$ cat src/hdl/murmur64a_stream_hash_macros.svh
// Assertion macros for the top-level file that checks this block.
`ifndef MURMUR64A_STREAM_HASH_MACROS_SVH
`define MURMUR64A_STREAM_HASH_MACROS_SVH

// Same-cycle implication, sampled on the rising clock, quiet during reset.
`define MUR_ASSERT_NOW(lbl, ante, cons, msg) \
  lbl: assert property (@(posedge clk) disable iff (rst) (ante) |-> (cons)) else $error(msg);

// Next-cycle implication, sampled on the rising clock, quiet during reset.
`define MUR_ASSERT_NEXT(lbl, ante, cons, msg) \
  lbl: assert property (@(posedge clk) disable iff (rst) (ante) |=> (cons)) else $error(msg);

`endif

$ cat src/hdl/mur_pkg.sv
`timescale 1ns / 1ps

package mur_pkg;

  // MurmurHash64A multiplier, split for the 32x32 partial products.
  localparam logic [63:0] MUR_MUL    = 64'hc6a4a7935bd1e995;
  localparam logic [31:0] MUR_MUL_LO = MUR_MUL[31:0];
  localparam logic [31:0] MUR_MUL_HI = MUR_MUL[63:32];
  localparam int unsigned MUR_SHIFT  = 47;
  localparam logic [63:0] SEED_RESET = 64'h0000_0000_00c7_0697;

  // Operand choice for the shared multiplier.
  typedef enum logic [2:0] {
    OPA_TOTAL,
    OPA_WORD,
    OPA_K,
    OPA_H,
    OPA_HMIX
  } opa_sel_t;

  // Where a finished product goes.
  typedef enum logic [2:0] {
    WB_NONE,
    WB_SEED,
    WB_K,
    WB_HXOR,
    WB_H,
    WB_FIN
  } wb_sel_t;

  // Commands from the controller to the datapath.
  typedef struct packed {
    logic     load;
    logic     mul_start;
    opa_sel_t opa;
    wb_sel_t  wb;
    logic     h_xor_word;
    logic     out_load;
  } dp_cmd_t;

  // Status from the datapath to the controller.
  typedef struct packed {
    logic mul_busy;
    logic mul_done;
  } dp_status_t;

  // The xor-shift step used by both premix and finalization.
  function automatic logic [63:0] mix_shift(input logic [63:0] v);
    mix_shift = v ^ (v >> MUR_SHIFT);
  endfunction

endpackage

$ cat src/hdl/mur_if.sv
`timescale 1ns / 1ps

// Message words into the hash unit.
interface mur_word_if;
  logic        valid;
  logic        ready;
  logic [63:0] data;
  logic [3:0]  byte_count;
  logic        first;
  logic        last;
  logic [31:0] total_length;

  modport source (output valid, data, byte_count, first, last, total_length, input ready);
  modport sink   (input valid, data, byte_count, first, last, total_length, output ready);
endinterface

// Finished hash values out of the hash unit.
interface mur_hash_if;
  logic        valid;
  logic        ready;
  logic [63:0] hash_value;

  modport source (output valid, hash_value, input ready);
  modport sink   (input valid, hash_value, output ready);
endinterface

$ cat src/hdl/mur_mul.sv
`timescale 1ns / 1ps

module mur_mul
  import mur_pkg::*;
(
  input  logic        clk,
  input  logic        rst,
  input  logic        start,
  input  logic [63:0] a,
  output logic        busy,
  output logic        done,
  output logic [63:0] p
);

  // Three partial products give the low 64 bits of a times the multiplier.
  typedef enum logic [1:0] {
    PH_LL,
    PH_LH,
    PH_HL
  } mul_phase_t;

  mul_phase_t  phase;
  logic [63:0] a_reg;
  logic [63:0] acc;
  logic [31:0] op_x;
  logic [31:0] op_y;
  logic [63:0] prod;

  // Operand selection for the single 32x32 multiplier.
  always_comb begin
    unique case (phase)
      PH_LL: begin
        op_x = a_reg[31:0];
        op_y = MUR_MUL_LO;
      end
      PH_LH: begin
        op_x = a_reg[31:0];
        op_y = MUR_MUL_HI;
      end
      PH_HL: begin
        op_x = a_reg[63:32];
        op_y = MUR_MUL_LO;
      end
      default: begin
        op_x = a_reg[31:0];
        op_y = MUR_MUL_LO;
      end
    endcase
  end

  assign prod = 64'(op_x) * 64'(op_y);

  // Sequence the phases and accumulate; the cross terms only touch the upper half.
  always_ff @(posedge clk) begin
    if (rst) begin
      busy  <= 1'b0;
      done  <= 1'b0;
      phase <= PH_LL;
    end else begin
      done <= 1'b0;
      if (start) begin
        a_reg <= a;
        busy  <= 1'b1;
        phase <= PH_LL;
      end else if (busy) begin
        if (phase == PH_LL) begin
          acc <= prod;
        end else begin
          acc <= acc + {prod[31:0], 32'b0};
        end
        unique case (phase)
          PH_LL:   phase <= PH_LH;
          PH_LH:   phase <= PH_HL;
          PH_HL: begin
            busy <= 1'b0;
            done <= 1'b1;
          end
          default: phase <= PH_LL;
        endcase
      end
    end
  end

  assign p = acc;

endmodule

$ cat src/hdl/mur_dp.sv
`timescale 1ns / 1ps

module mur_dp
  import mur_pkg::*;
(
  input  logic        clk,
  input  logic        rst,
  input  logic        seed_we,
  input  logic [63:0] seed_wdata,
  input  logic [63:0] data,
  input  logic [3:0]  byte_count,
  input  logic [31:0] total_length,
  input  dp_cmd_t     cmd,
  output dp_status_t  st,
  output logic [63:0] hash_value
);

  logic [63:0] seed;
  logic [63:0] word;
  logic [31:0] total;
  logic [63:0] h;
  logic [63:0] k;
  logic [63:0] out_hash;
  logic [63:0] byte_mask;
  logic [63:0] mul_a;
  logic [63:0] mul_p;
  logic        mul_busy;
  logic        mul_done;

  // Keep only the valid bytes; counts of eight and above keep the whole word.
  always_comb begin
    for (int i = 0; i < 8; i++) begin
      byte_mask[8*i +: 8] = (byte_count > 4'(i)) ? 8'hff : 8'h00;
    end
  end

  // Operand for the shared multiplier.
  always_comb begin
    unique case (cmd.opa)
      OPA_TOTAL: mul_a = {32'b0, total};
      OPA_WORD:  mul_a = word;
      OPA_K:     mul_a = k;
      OPA_H:     mul_a = h;
      OPA_HMIX:  mul_a = mix_shift(h);
      default:   mul_a = h;
    endcase
  end

  mur_mul u_mul (
    .clk   (clk),
    .rst   (rst),
    .start (cmd.mul_start),
    .a     (mul_a),
    .busy  (mul_busy),
    .done  (mul_done),
    .p     (mul_p)
  );

  assign st.mul_busy = mul_busy;
  assign st.mul_done = mul_done;

  // Seed register.
  always_ff @(posedge clk) begin
    if (rst) begin
      seed <= SEED_RESET;
    end else if (seed_we) begin
      seed <= seed_wdata;
    end
  end

  // Input capture, running hash, premix word and the output register.
  always_ff @(posedge clk) begin
    if (cmd.load) begin
      word  <= data & byte_mask;
      total <= total_length;
    end
    if (cmd.h_xor_word) begin
      h <= h ^ word;
    end else begin
      unique case (cmd.wb)
        WB_NONE: ;
        WB_SEED: h <= seed ^ mul_p;
        WB_K:    k <= mix_shift(mul_p);
        WB_HXOR: h <= h ^ mul_p;
        WB_H:    h <= mul_p;
        WB_FIN:  h <= mix_shift(mul_p);
        default: ;
      endcase
    end
    if (cmd.out_load) begin
      out_hash <= h;
    end
  end

  assign hash_value = out_hash;

endmodule

$ cat src/hdl/mur_ctrl.sv
`timescale 1ns / 1ps

module mur_ctrl
  import mur_pkg::*;
(
  input  logic       clk,
  input  logic       rst,
  input  logic       msg_valid,
  output logic       msg_ready,
  input  logic       first,
  input  logic       last,
  input  logic [3:0] byte_count,
  output logic       out_valid,
  input  logic       out_ready,
  input  dp_status_t st,
  output dp_cmd_t    cmd
);

  typedef enum logic [2:0] {
    S_IDLE,
    S_SEED,
    S_ABSORB,
    S_WMUL,
    S_KMUL,
    S_HMUL,
    S_FIN,
    S_EMIT
  } state_t;

  typedef enum logic [1:0] {
    CLS_NONE,
    CLS_TAIL,
    CLS_FULL
  } count_cls_t;

  state_t     state;
  count_cls_t cls_q;
  count_cls_t cls_in;
  logic       last_q;
  logic       in_msg;
  logic       issued;
  logic       mul_state;

  // Classify the byte count of the incoming word.
  always_comb begin
    priority if (byte_count >= 4'd8) begin
      cls_in = CLS_FULL;
    end else if (byte_count != 4'd0) begin
      cls_in = CLS_TAIL;
    end else begin
      cls_in = CLS_NONE;
    end
  end

  assign msg_ready = (state == S_IDLE);
  assign mul_state = (state == S_SEED) || (state == S_WMUL) || (state == S_KMUL) ||
                     (state == S_HMUL) || (state == S_FIN);

  // Commands for the datapath, decoded from the state and the multiplier status.
  always_comb begin
    cmd            = '0;
    cmd.opa        = OPA_H;
    cmd.wb         = WB_NONE;
    cmd.mul_start  = mul_state && !issued;
    unique case (state)
      S_IDLE:   cmd.load = msg_valid;
      S_SEED: begin
        cmd.opa = OPA_TOTAL;
        if (st.mul_done) cmd.wb = WB_SEED;
      end
      S_ABSORB: cmd.h_xor_word = (cls_q == CLS_TAIL);
      S_WMUL: begin
        cmd.opa = OPA_WORD;
        if (st.mul_done) cmd.wb = WB_K;
      end
      S_KMUL: begin
        cmd.opa = OPA_K;
        if (st.mul_done) cmd.wb = WB_HXOR;
      end
      S_HMUL: begin
        cmd.opa = OPA_H;
        if (st.mul_done) cmd.wb = WB_H;
      end
      S_FIN: begin
        cmd.opa = OPA_HMIX;
        if (st.mul_done) cmd.wb = WB_FIN;
      end
      S_EMIT:   cmd.out_load = !out_valid || out_ready;
      default: ;
    endcase
  end

  // State, message tracking and the output valid flag.
  always_ff @(posedge clk) begin
    if (rst) begin
      state     <= S_IDLE;
      cls_q     <= CLS_NONE;
      last_q    <= 1'b0;
      in_msg    <= 1'b0;
      issued    <= 1'b0;
      out_valid <= 1'b0;
    end else begin
      // A started multiply is marked until its done pulse.
      if (mul_state) begin
        if (st.mul_done) begin
          issued <= 1'b0;
        end else if (!issued) begin
          issued <= 1'b1;
        end
      end

      if (cmd.out_load) begin
        out_valid <= 1'b1;
      end else if (out_ready) begin
        out_valid <= 1'b0;
      end

      unique case (state)
        S_IDLE: begin
          if (msg_valid) begin
            last_q <= last;
            cls_q  <= cls_in;
            // A first word always restarts; other words count only inside a message.
            if (first) begin
              in_msg <= 1'b1;
              state  <= S_SEED;
            end else if (in_msg) begin
              state <= S_ABSORB;
            end
          end
        end
        S_SEED: if (st.mul_done) state <= S_ABSORB;
        S_ABSORB: begin
          unique case (cls_q)
            CLS_FULL: state <= S_WMUL;
            CLS_TAIL: state <= S_HMUL;
            default: begin
              if (last_q) begin
                in_msg <= 1'b0;
                state  <= S_FIN;
              end else begin
                state <= S_IDLE;
              end
            end
          endcase
        end
        S_WMUL: if (st.mul_done) state <= S_KMUL;
        S_KMUL: if (st.mul_done) state <= S_HMUL;
        S_HMUL: begin
          if (st.mul_done) begin
            if (last_q) begin
              in_msg <= 1'b0;
              state  <= S_FIN;
            end else begin
              state <= S_IDLE;
            end
          end
        end
        S_FIN:  if (st.mul_done) state <= S_EMIT;
        S_EMIT: if (cmd.out_load) state <= S_IDLE;
        default: state <= S_IDLE;
      endcase
    end
  end

endmodule

$ cat src/hdl/murmur64a_stream_hash.sv
// Each 64-bit product is made in three passes on one shared 32x32 multiplier.
// A full word is premixed and then folded into the hash, a tail word is folded in raw,
// and an ignored word uses no product; a first word is preceded by seeding and a last
// word is followed by finalization.
// Reset (rst, synchronous, active high) idles the block, empties the output
// register and sets the seed to 0xc70697.
`timescale 1ns / 1ps
`include "murmur64a_stream_hash_macros.svh"

module murmur64a_stream_hash
  import mur_pkg::*;
(
  input  logic        clk,
  input  logic        rst,
  input  logic        seed_we,
  input  logic [63:0] seed_wdata,
  mur_word_if.sink    msg,
  mur_hash_if.source  result
);

  dp_cmd_t    cmd;
  dp_status_t st;
  logic       out_valid;

  // Sequencing of seed, absorb and finalize steps.
  mur_ctrl u_ctrl (
    .clk        (clk),
    .rst        (rst),
    .msg_valid  (msg.valid),
    .msg_ready  (msg.ready),
    .first      (msg.first),
    .last       (msg.last),
    .byte_count (msg.byte_count),
    .out_valid  (out_valid),
    .out_ready  (result.ready),
    .st         (st),
    .cmd        (cmd)
  );

  // Hash state, shared multiplier and output register.
  mur_dp u_dp (
    .clk          (clk),
    .rst          (rst),
    .seed_we      (seed_we),
    .seed_wdata   (seed_wdata),
    .data         (msg.data),
    .byte_count   (msg.byte_count),
    .total_length (msg.total_length),
    .cmd          (cmd),
    .st           (st),
    .hash_value   (result.hash_value)
  );

  assign result.valid = out_valid;

  // The multiplier is quiet whenever a new word may be taken.
  `MUR_ASSERT_NOW(a_ready_mul_idle, msg.ready, !st.mul_busy && !st.mul_done, "mul active while ready")
  // A multiply completes in a single-cycle pulse.
  `MUR_ASSERT_NEXT(a_done_pulse, st.mul_done, !st.mul_done, "mul done held")
  // A new multiply is never started on top of a running one.
  `MUR_ASSERT_NOW(a_no_restart, cmd.mul_start, !st.mul_busy, "mul restarted while busy")
  // The output register is only loaded when it is free or being drained.
  `MUR_ASSERT_NOW(a_out_load_free, cmd.out_load, !result.valid || result.ready, "result overwritten")

endmodule

$ cat src/flat_wrapper.sv
// flat-port wrapper written by rule: the top's interface ports become plain ports
module murmur64a_stream_hash_flat import mur_pkg::*;
  (clk, rst, seed_we, seed_wdata, msg_valid, msg_data, msg_byte_count, msg_first, msg_last, msg_total_length, msg_ready, result_valid, result_hash_value, result_ready);
  mur_word_if msg_i ();
  mur_hash_if result_i ();
  input  logic clk;
  input  logic rst;
  input  logic seed_we;
  input  logic [63:0] seed_wdata;
  input wire logic [$bits(msg_i.valid)-1:0] msg_valid;
  input wire logic [$bits(msg_i.data)-1:0] msg_data;
  input wire logic [$bits(msg_i.byte_count)-1:0] msg_byte_count;
  input wire logic [$bits(msg_i.first)-1:0] msg_first;
  input wire logic [$bits(msg_i.last)-1:0] msg_last;
  input wire logic [$bits(msg_i.total_length)-1:0] msg_total_length;
  output wire logic [$bits(msg_i.ready)-1:0] msg_ready;
  output wire logic [$bits(result_i.valid)-1:0] result_valid;
  output wire logic [$bits(result_i.hash_value)-1:0] result_hash_value;
  input wire logic [$bits(result_i.ready)-1:0] result_ready;
  assign msg_i.valid = msg_valid;
  assign msg_i.data = msg_data;
  assign msg_i.byte_count = msg_byte_count;
  assign msg_i.first = msg_first;
  assign msg_i.last = msg_last;
  assign msg_i.total_length = msg_total_length;
  assign msg_ready = msg_i.ready;
  assign result_valid = result_i.valid;
  assign result_hash_value = result_i.hash_value;
  assign result_i.ready = result_ready;
  murmur64a_stream_hash u_core (.clk(clk), .rst(rst), .seed_we(seed_we), .seed_wdata(seed_wdata), .msg(msg_i), .result(result_i));
endmodule
$ cat config.mk
export PLATFORM = sky130hd
export DESIGN_NAME = murmur64a_stream_hash_flat
export DESIGN_NICKNAME = d
export VERILOG_FILES = /design/src/hdl/mur_pkg.sv /design/src/hdl/mur_if.sv /design/src/hdl/mur_mul.sv /design/src/hdl/mur_dp.sv /design/src/hdl/mur_ctrl.sv /design/src/hdl/murmur64a_stream_hash.sv /design/src/flat_wrapper.sv
export VERILOG_INCLUDE_DIRS = /design/src /design/src/hdl
export SDC_FILE = /design/constraint.sdc
export NUM_CORES = 2
export LEC_CHECK = 0
export BUFFER_PORTS_ARGS = -buffer_cell sky130_fd_sc_hd__buf_2
export CORE_MARGIN = 5
export CORE_UTILIZATION = 55
export CTS_CLUSTER_DIAMETER = 100
export DETAILED_ROUTE_END_ITERATION = 8
export GPL_ROUTABILITY_DRIVEN = 1
export PLACE_DENSITY_LB_ADDON = 0.15
export SLEW_MARGIN = 15
export SYNTH_ARGS = -nofsm -noshare
export SYNTH_HDL_FRONTEND = slang
export SYNTH_SLANG_ARGS = --single-unit
export TNS_END_PERCENT = 1
$ cat constraint.sdc
create_clock -name clk -period 9.1 [get_ports clk]
set_clock_uncertainty 0.2 [all_clocks]
set_input_delay 0.455 -clock clk [delete_from_list [all_inputs] [get_ports clk]]
set_output_delay 0.455 -clock clk [all_outputs]
set_load 0.02 [all_outputs]
* Word level (Yosys, flattened, before mapping) *
Cells that the tools add are included.

word-level totals
  register bits after elaboration = 493
  bits of input ports = 171
  output and inout port bits = 66
  word-level logic and storage cells = 144

cells by class
  add/sub/neg operators = 1
  $mul = 1
  magnitude comparators = 9
  equal/unequal tests = 29
  mux-type cells = 51
  bitwise operators = 11
  reductions and logical operators = 25

operator list
  kind                                                                   number
  64-bit case mux with 4 select lines                                    2
  64-bit XOR                                                             3
  64-bit two-way mux                                                     2
  64-bit by 17-bit XOR with 64-bit output                                2
  64-bit adder                                                           1
  64-bit bitwise AND                                                     1
  32-bit by 32-bit multiplier with 64-bit output                         1
  32-bit two-way mux                                                     2
  8-bit two-way mux                                                      8
  3-bit two-way mux                                                      12
  6-bit case mux with 5 select lines                                     1
  3-bit case mux with 8 select lines                                     1
  3-bit == test (second input constant)                                  7
  1-bit two-way mux                                                      17
  4-bit by 3-bit > comparator with 1-bit output (second input constant)  4
  2-bit inequality test (second input constant)                          8
  3-bit by 2-bit == test with 1-bit output (second input constant)       5
  3-bit by 1-bit == test with 1-bit output (second input constant)       3
  4-bit by 1-bit > comparator with 1-bit output (second input constant)  2
  4-bit by 2-bit > comparator with 1-bit output (second input constant)  2
  2-bit AND reduction                                                    4
  8-bit AND reduction                                                    1
  3-bit zero test                                                        2
  2-bit two-way mux                                                      3
  21 further kinds                                                       33

* Longest topological paths before layout *
  word-level depth = 8
  gate-level depth with buffers = 43

* By module *
Synthesis repeated with hierarchy kept, for this count alone.

unflattened totals
  cell total of the unflattened synthesis = 4774
  area, all modules = 49640.1 um2

by module, submodules not included
  module    times used  cells an instance  area an instance (um2)  seq. area each (um2)
  mur_mul   1           3011               30498.0                 3923.8
  mur_dp    1           1666               18433.9                 9929.5
  mur_ctrl  1           97                 708.2                   180.2

* Worst setup path before layout *
Ideal clock, no wire load.

  path type = register to register
  start point = register u_core.u_dp.u_mul.phase[0]
  end point = register u_core.u_dp.u_mul.acc[62] (netlist: u_core.u_dp.u_mul.p[62]), data pin
  library setup time = 180 ps
  data arrival time = 9262 ps
  required time = 8720 ps
  path slack = -542 ps
  cell stages (with the launch flop) = 40
  path buffers = 4
  period minus slack after synthesis = 9642 ps
  path through = dfxtp_1 > clkbuf_1 > nor2b_1 > clkbuf_1 > clkbuf_1 > clkbuf_1 > nand2_1 > nand2_1 > nand2_1 > inv_1 > ha_1 > fa_1 > inv_1 > fa_1 > fa_1 > inv_1 > fa_1 > inv_1 > (+4 left out) > ha_1 > nand2_1 > nor2_1 > a41oi_4 > or2_2 > nand2_1 > xor2_1 > ha_1 > a311o_1 > a21oi_1 > o21bai_1 > a21oi_1 > o31ai_1 > a21oi_1 > inv_1 > a21oi_1 > nor3_1 > a221oi_1

between the ends
  longest elaborated chain between the ends = 5
  elaborated cells on any way between the ends = 8

ends and longest elaborated chain
  what                                                                              RTL line       source
  start, declared                                                                   mur_mul.sv:22  mul_phase_t phase;
  start signal, assigned                                                            mur_mul.sv:58  phase <= PH_LL;
  start signal, assigned                                                            mur_mul.sv:64  phase <= PH_LL;
  start signal, assigned                                                            mur_mul.sv:72  PH_LL: phase <= PH_LH;
  2-bit == test / 2-bit by 1-bit == test with 1-bit output (equally long branches)  mur_mul.sv:31  unique case (phase)
  32-bit two-way mux                                                                mur_mul.sv:31
  32-bit by 32-bit multiplier with 64-bit output                                    mur_mul.sv:51  assign prod = 64'(op_x) * 64'(op_y);
  64-bit adder                                                                      mur_mul.sv:69  acc <= acc + {prod[31:0], 32'b0};
  64-bit two-way mux *                                                              mur_mul.sv:66  if (phase == PH_LL) begin
  end signal, assigned                                                              mur_mul.sv:67  acc <= prod;
  end signal, assigned                                                              mur_mul.sv:69
  end, declared                                                                     mur_mul.sv:24  logic [63:0] acc;

Mark *: on every way between the ends. The rest lies on a longest branch, timed or not.
A chain may end at the register's enable or synchronous reset.

* Worst setup path in the final report *
  start point = register u_core.u_dp.u_mul.phase[0]
  end point = register u_core.u_dp.u_mul.acc[63] (netlist: u_core.u_dp.u_mul.p[63]), data pin

The elaborated chain is that of the path after synthesis.

==> results.txt <==
----------------------------------------------------
[Routing]
  Number of nets still failing antenna checks after routing ... 0
  Detailed-route vias per instance ... 5.72
  Final routed DRC violation total ... 0
  Number of vias after detailed routing ... 36267
  Mean routed wirelength per cell ... 25.5 um
  Initial DRC count ... 3444
  Total wirelength of the detailed-routed design ... 162 mm
  Pre-Repair DR Iteration Count ... 5

[Global routing]
  Congestion Overflow GR ... 0
  Via count of the first global-routing pass ... 37259
  Initial antenna violation count ... 7
  Wire length of the first global-routing pass ... 239 mm
  Pin count of the biggest net entering global routing ... 77
  GRT Resource Usage Total ... 0.354

[Clocking]
  Clock sinks ... 493
  Latest clock arrival within the worst-skew pair ... 0.58 ns
  Number of buffers added by the clock tree synthesis step ... 47
  Clock tree from TritonCTS ... built
  Clock Path Buffers ... 3
  CTS Root Cell ... sky130_fd_sc_hd__clkbuf_16
  Number of H-tree levels ... 2
  Clock transition at the registers of the reported paths ... 0.07 ns

[Timing]
  Post-layout worst setup margin ... 0.194 ns
  Relative max-transition margin ... 0.235
  Final Hold Fails ... 0
  Worst-margin pin slew ... 1.15 ns
  Final period demand of the worst path ... 8.91 ns
  Portion of the clock cycle consumed by the worst path in the final layout ... 0.979
  Count of final max-slew check failures ... 0
  Fmax ... 112 MHz
  Setup-violating endpoint count in the final report ... 0
  Unrepaired setup endpoints after global routing ... yes

[Die]
  Row cnt ... 107
  Horizontal extent of the die ... 303 um
  Core Region ... 85300 um^2
  Io pins ... 237
  Initial standard-cell utilization of the core ... 0.555
  Die height ... 303 um
  Die area ... 92000 um^2

[Placed design]
  Estimated wirelength of the detail-placed design ... 130 mm
  Post-placement worst setup slack ... -0.475 ns
  Final Wtd Congestion ... 1.00
  Port Buffers ... 236

[Setup path]
  Worst path max stage delay ... 0.62 ns
  Most frequent cell on the critical path ... sky130_fd_sc_hd__fa_1
  Critical Path Sink Type ... register
  WS Path Type ... register to register
  Cell with the largest stage delay on the worst path ... sky130_fd_sc_hd__fa_1
  WP buf/inv ... 7
  Peak fanout along the critical path ... 7
  Data arrival, critical path ... 9.00 ns
  Kind of launch point of the worst setup path ... register
  Required time reported for the critical path endpoint ... 9.19 ns
  Category of cells accounting for the largest share of critical-path delay ... adder cells

[Synthesis]
  Number of synthesized register bits ... 493
  Most used flip-flop cell after synthesis ... sky130_fd_sc_hd__edfxtp_1
  Top cell type by total area after synthesis ... sky130_fd_sc_hd__edfxtp_1
  Post-synthesis share of cell area spent on xor and xnor gates ... 0.0471
  Synth warn ... 0
  Synthesized-area fraction occupied by and/or/nand/nor cells ... 0.0928
  Cell area after synthesis ... 47300 um^2
  Mux cell area share after synthesis ... 0.0225
  Adder and majority cell fraction of the synthesized area ... 0.373
  Post-synthesis average cell area ... 10.4 um^2
  Post-synthesis compound-gate area fraction ... 0.0916
  Portion of the post-synthesis area used by sequential elements ... 0.297
  Share of the synthesized area in the top cell type ... 0.264
  Leading cell type by number of instances after synthesis ... sky130_fd_sc_hd__inv_1
  Largest family of logic cells by synthesized area ... adder cells
  EDFF count, synth ... 416
  Top cells by instance count after synthesis ... sky130_fd_sc_hd__inv_1 (778), sky130_fd_sc_hd__fa_1 (607), sky130_fd_sc_hd__ha_1 (438)
  Cells after Synth ... 4528
  Cell types occupying the most area after synthesis ... sky130_fd_sc_hd__edfxtp_1 (26%), sky130_fd_sc_hd__fa_1 (26%), sky130_fd_sc_hd__ha_1 (12%)
  Proportion of register bits with asynchronous set or reset after synthesis ... 0
  Count of unique library cells instantiated by Yosys ... 78

[Finish]
  Fraction of layout cells with a size suffix above 1 ... 0.161
  Fill cells ... 6981
  Relative area change from synthesis to final layout ... 18.1%
  # nets final ... 6370

[Flow run]
  Max-Cap Viols ... 0

[Worst hold path]
  Worst min-delay path class ... input port to register

[Status]
  Status ... finished clean

----------------------------------------------------
-- cell type report --
cell class	instances	area, um^2	share of cell area
tap	1144	1430	0.0256
antenna	4	10.0	0.000179
timing repair buffer	753	5530	0.0989
sequential	493	14000	0.251
clock buffer	63	1320	0.0236
multi-input combinational	3077	30200	0.540
inverter	782	2940	0.0526
clock inverter	25	422	0.00755
-- placed cells by master (no fill, tap or decap), types with 12 or more instances in the layout --
cell type	count
sky130_fd_sc_hd__o32ai_1	12
sky130_fd_sc_hd__buf_2	235
sky130_fd_sc_hd__nor3_1	14
sky130_fd_sc_hd__o21ai_0	117
sky130_fd_sc_hd__xnor2_1	126
sky130_fd_sc_hd__or2_2	20
sky130_fd_sc_hd__buf_4	373
sky130_fd_sc_hd__fa_1	605
sky130_fd_sc_hd__or3_1	16
sky130_fd_sc_hd__and2_1	57
sky130_fd_sc_hd__xor2_1	118
sky130_fd_sc_hd__edfxtp_1	416
sky130_fd_sc_hd__o21ai_1	13
sky130_fd_sc_hd__nor2_1	303
sky130_fd_sc_hd__a21o_1	61
sky130_fd_sc_hd__a211o_1	15
sky130_fd_sc_hd__ha_1	430
sky130_fd_sc_hd__inv_1	770
sky130_fd_sc_hd__nor2b_1	72
sky130_fd_sc_hd__clkbuf_16	49
sky130_fd_sc_hd__dfxtp_1	73
sky130_fd_sc_hd__nand3_1	38
sky130_fd_sc_hd__nand2_1	385
sky130_fd_sc_hd__o21bai_1	17
sky130_fd_sc_hd__a31oi_1	44
sky130_fd_sc_hd__o211ai_1	19
sky130_fd_sc_hd__nand4_1	19
sky130_fd_sc_hd__a21oi_1	241
sky130_fd_sc_hd__dlygate4sd3_1	135
sky130_fd_sc_hd__a221o_1	13
sky130_fd_sc_hd__nor2_2	14
sky130_fd_sc_hd__mux2i_1	98
sky130_fd_sc_hd__a221oi_1	37
-- final timing paths --
path	startpoint	end	slack, ns	cells after the start
hold / removal	msg_data[47]	u_core.u_dp.word[47]	0.006	2
setup / recovery	u_core.u_dp.u_mul.phase[0]	u_core.u_dp.u_mul.p[63]	0.19	31
setup reg to reg	u_core.u_dp.u_mul.phase[0]	u_core.u_dp.u_mul.p[63]	0.19	31
hold reg to reg	u_core.u_dp.seed[57]	u_core.u_dp.seed[57]	0.29	2
-- metrics by stage --
step                cells  TNS (ns)  utilization  cell area, um^2  hold WS [ns]
floorplan            4531         0            -            47300         0.249
global placement     6100     -1.93        0.612            52200         0.276
detailed placement   6100     -2.60        0.612            52200         0.282
CTS                  6322         0        0.649            55300      0.000918
global route         6338    -0.143        0.655            55900       0.00169
finish               6341         0        0.655            55900       0.00557
-- layer usage --
metal / global-route usage / vias to the layer above / part of all wire
met5: 0 / - / 0.00078
met4: 0.106 / 8 / 0.038
met3: 0.0743 / 325 / 0.091
met2: 0.573 / 1640 / 0.47
met1: 0.488 / 18231 / 0.41
li1: - / 16063 / -
-- kinds of logic (layout without fill, tap and decap cells) --
| family | count (synthesis) | in the layout |
|---|---|---|
| fa+ha+maj | 1045 | 1045 |
| simple gates | 993 | 993 |
| buf+inv | 961 | 1623 |
| compound gates | 675 | 675 |
| flops | 493 | 493 |
| xor+xnor | 253 | 253 |
| mux | 106 | 106 |
| other cells | 2 | 9 |
-- timing repair --
| action | 4_1_cts | 5_1_grt |
|---|---|---|
| hold buffers | 133 | 2 |
| setup buffers | 1 | 13 |
| setup endpoints to repair | 9 | 17 |
| gates resized for setup | 10 | 88 |
| gates cloned | 0 | 0 |
| pin swaps | 0 | 22 |
| hold endpoints to repair | 133 | 2 |
Power is not shown: default switching activity piles up to over one toggle a cycle in this logic, so the estimate is an artifact.
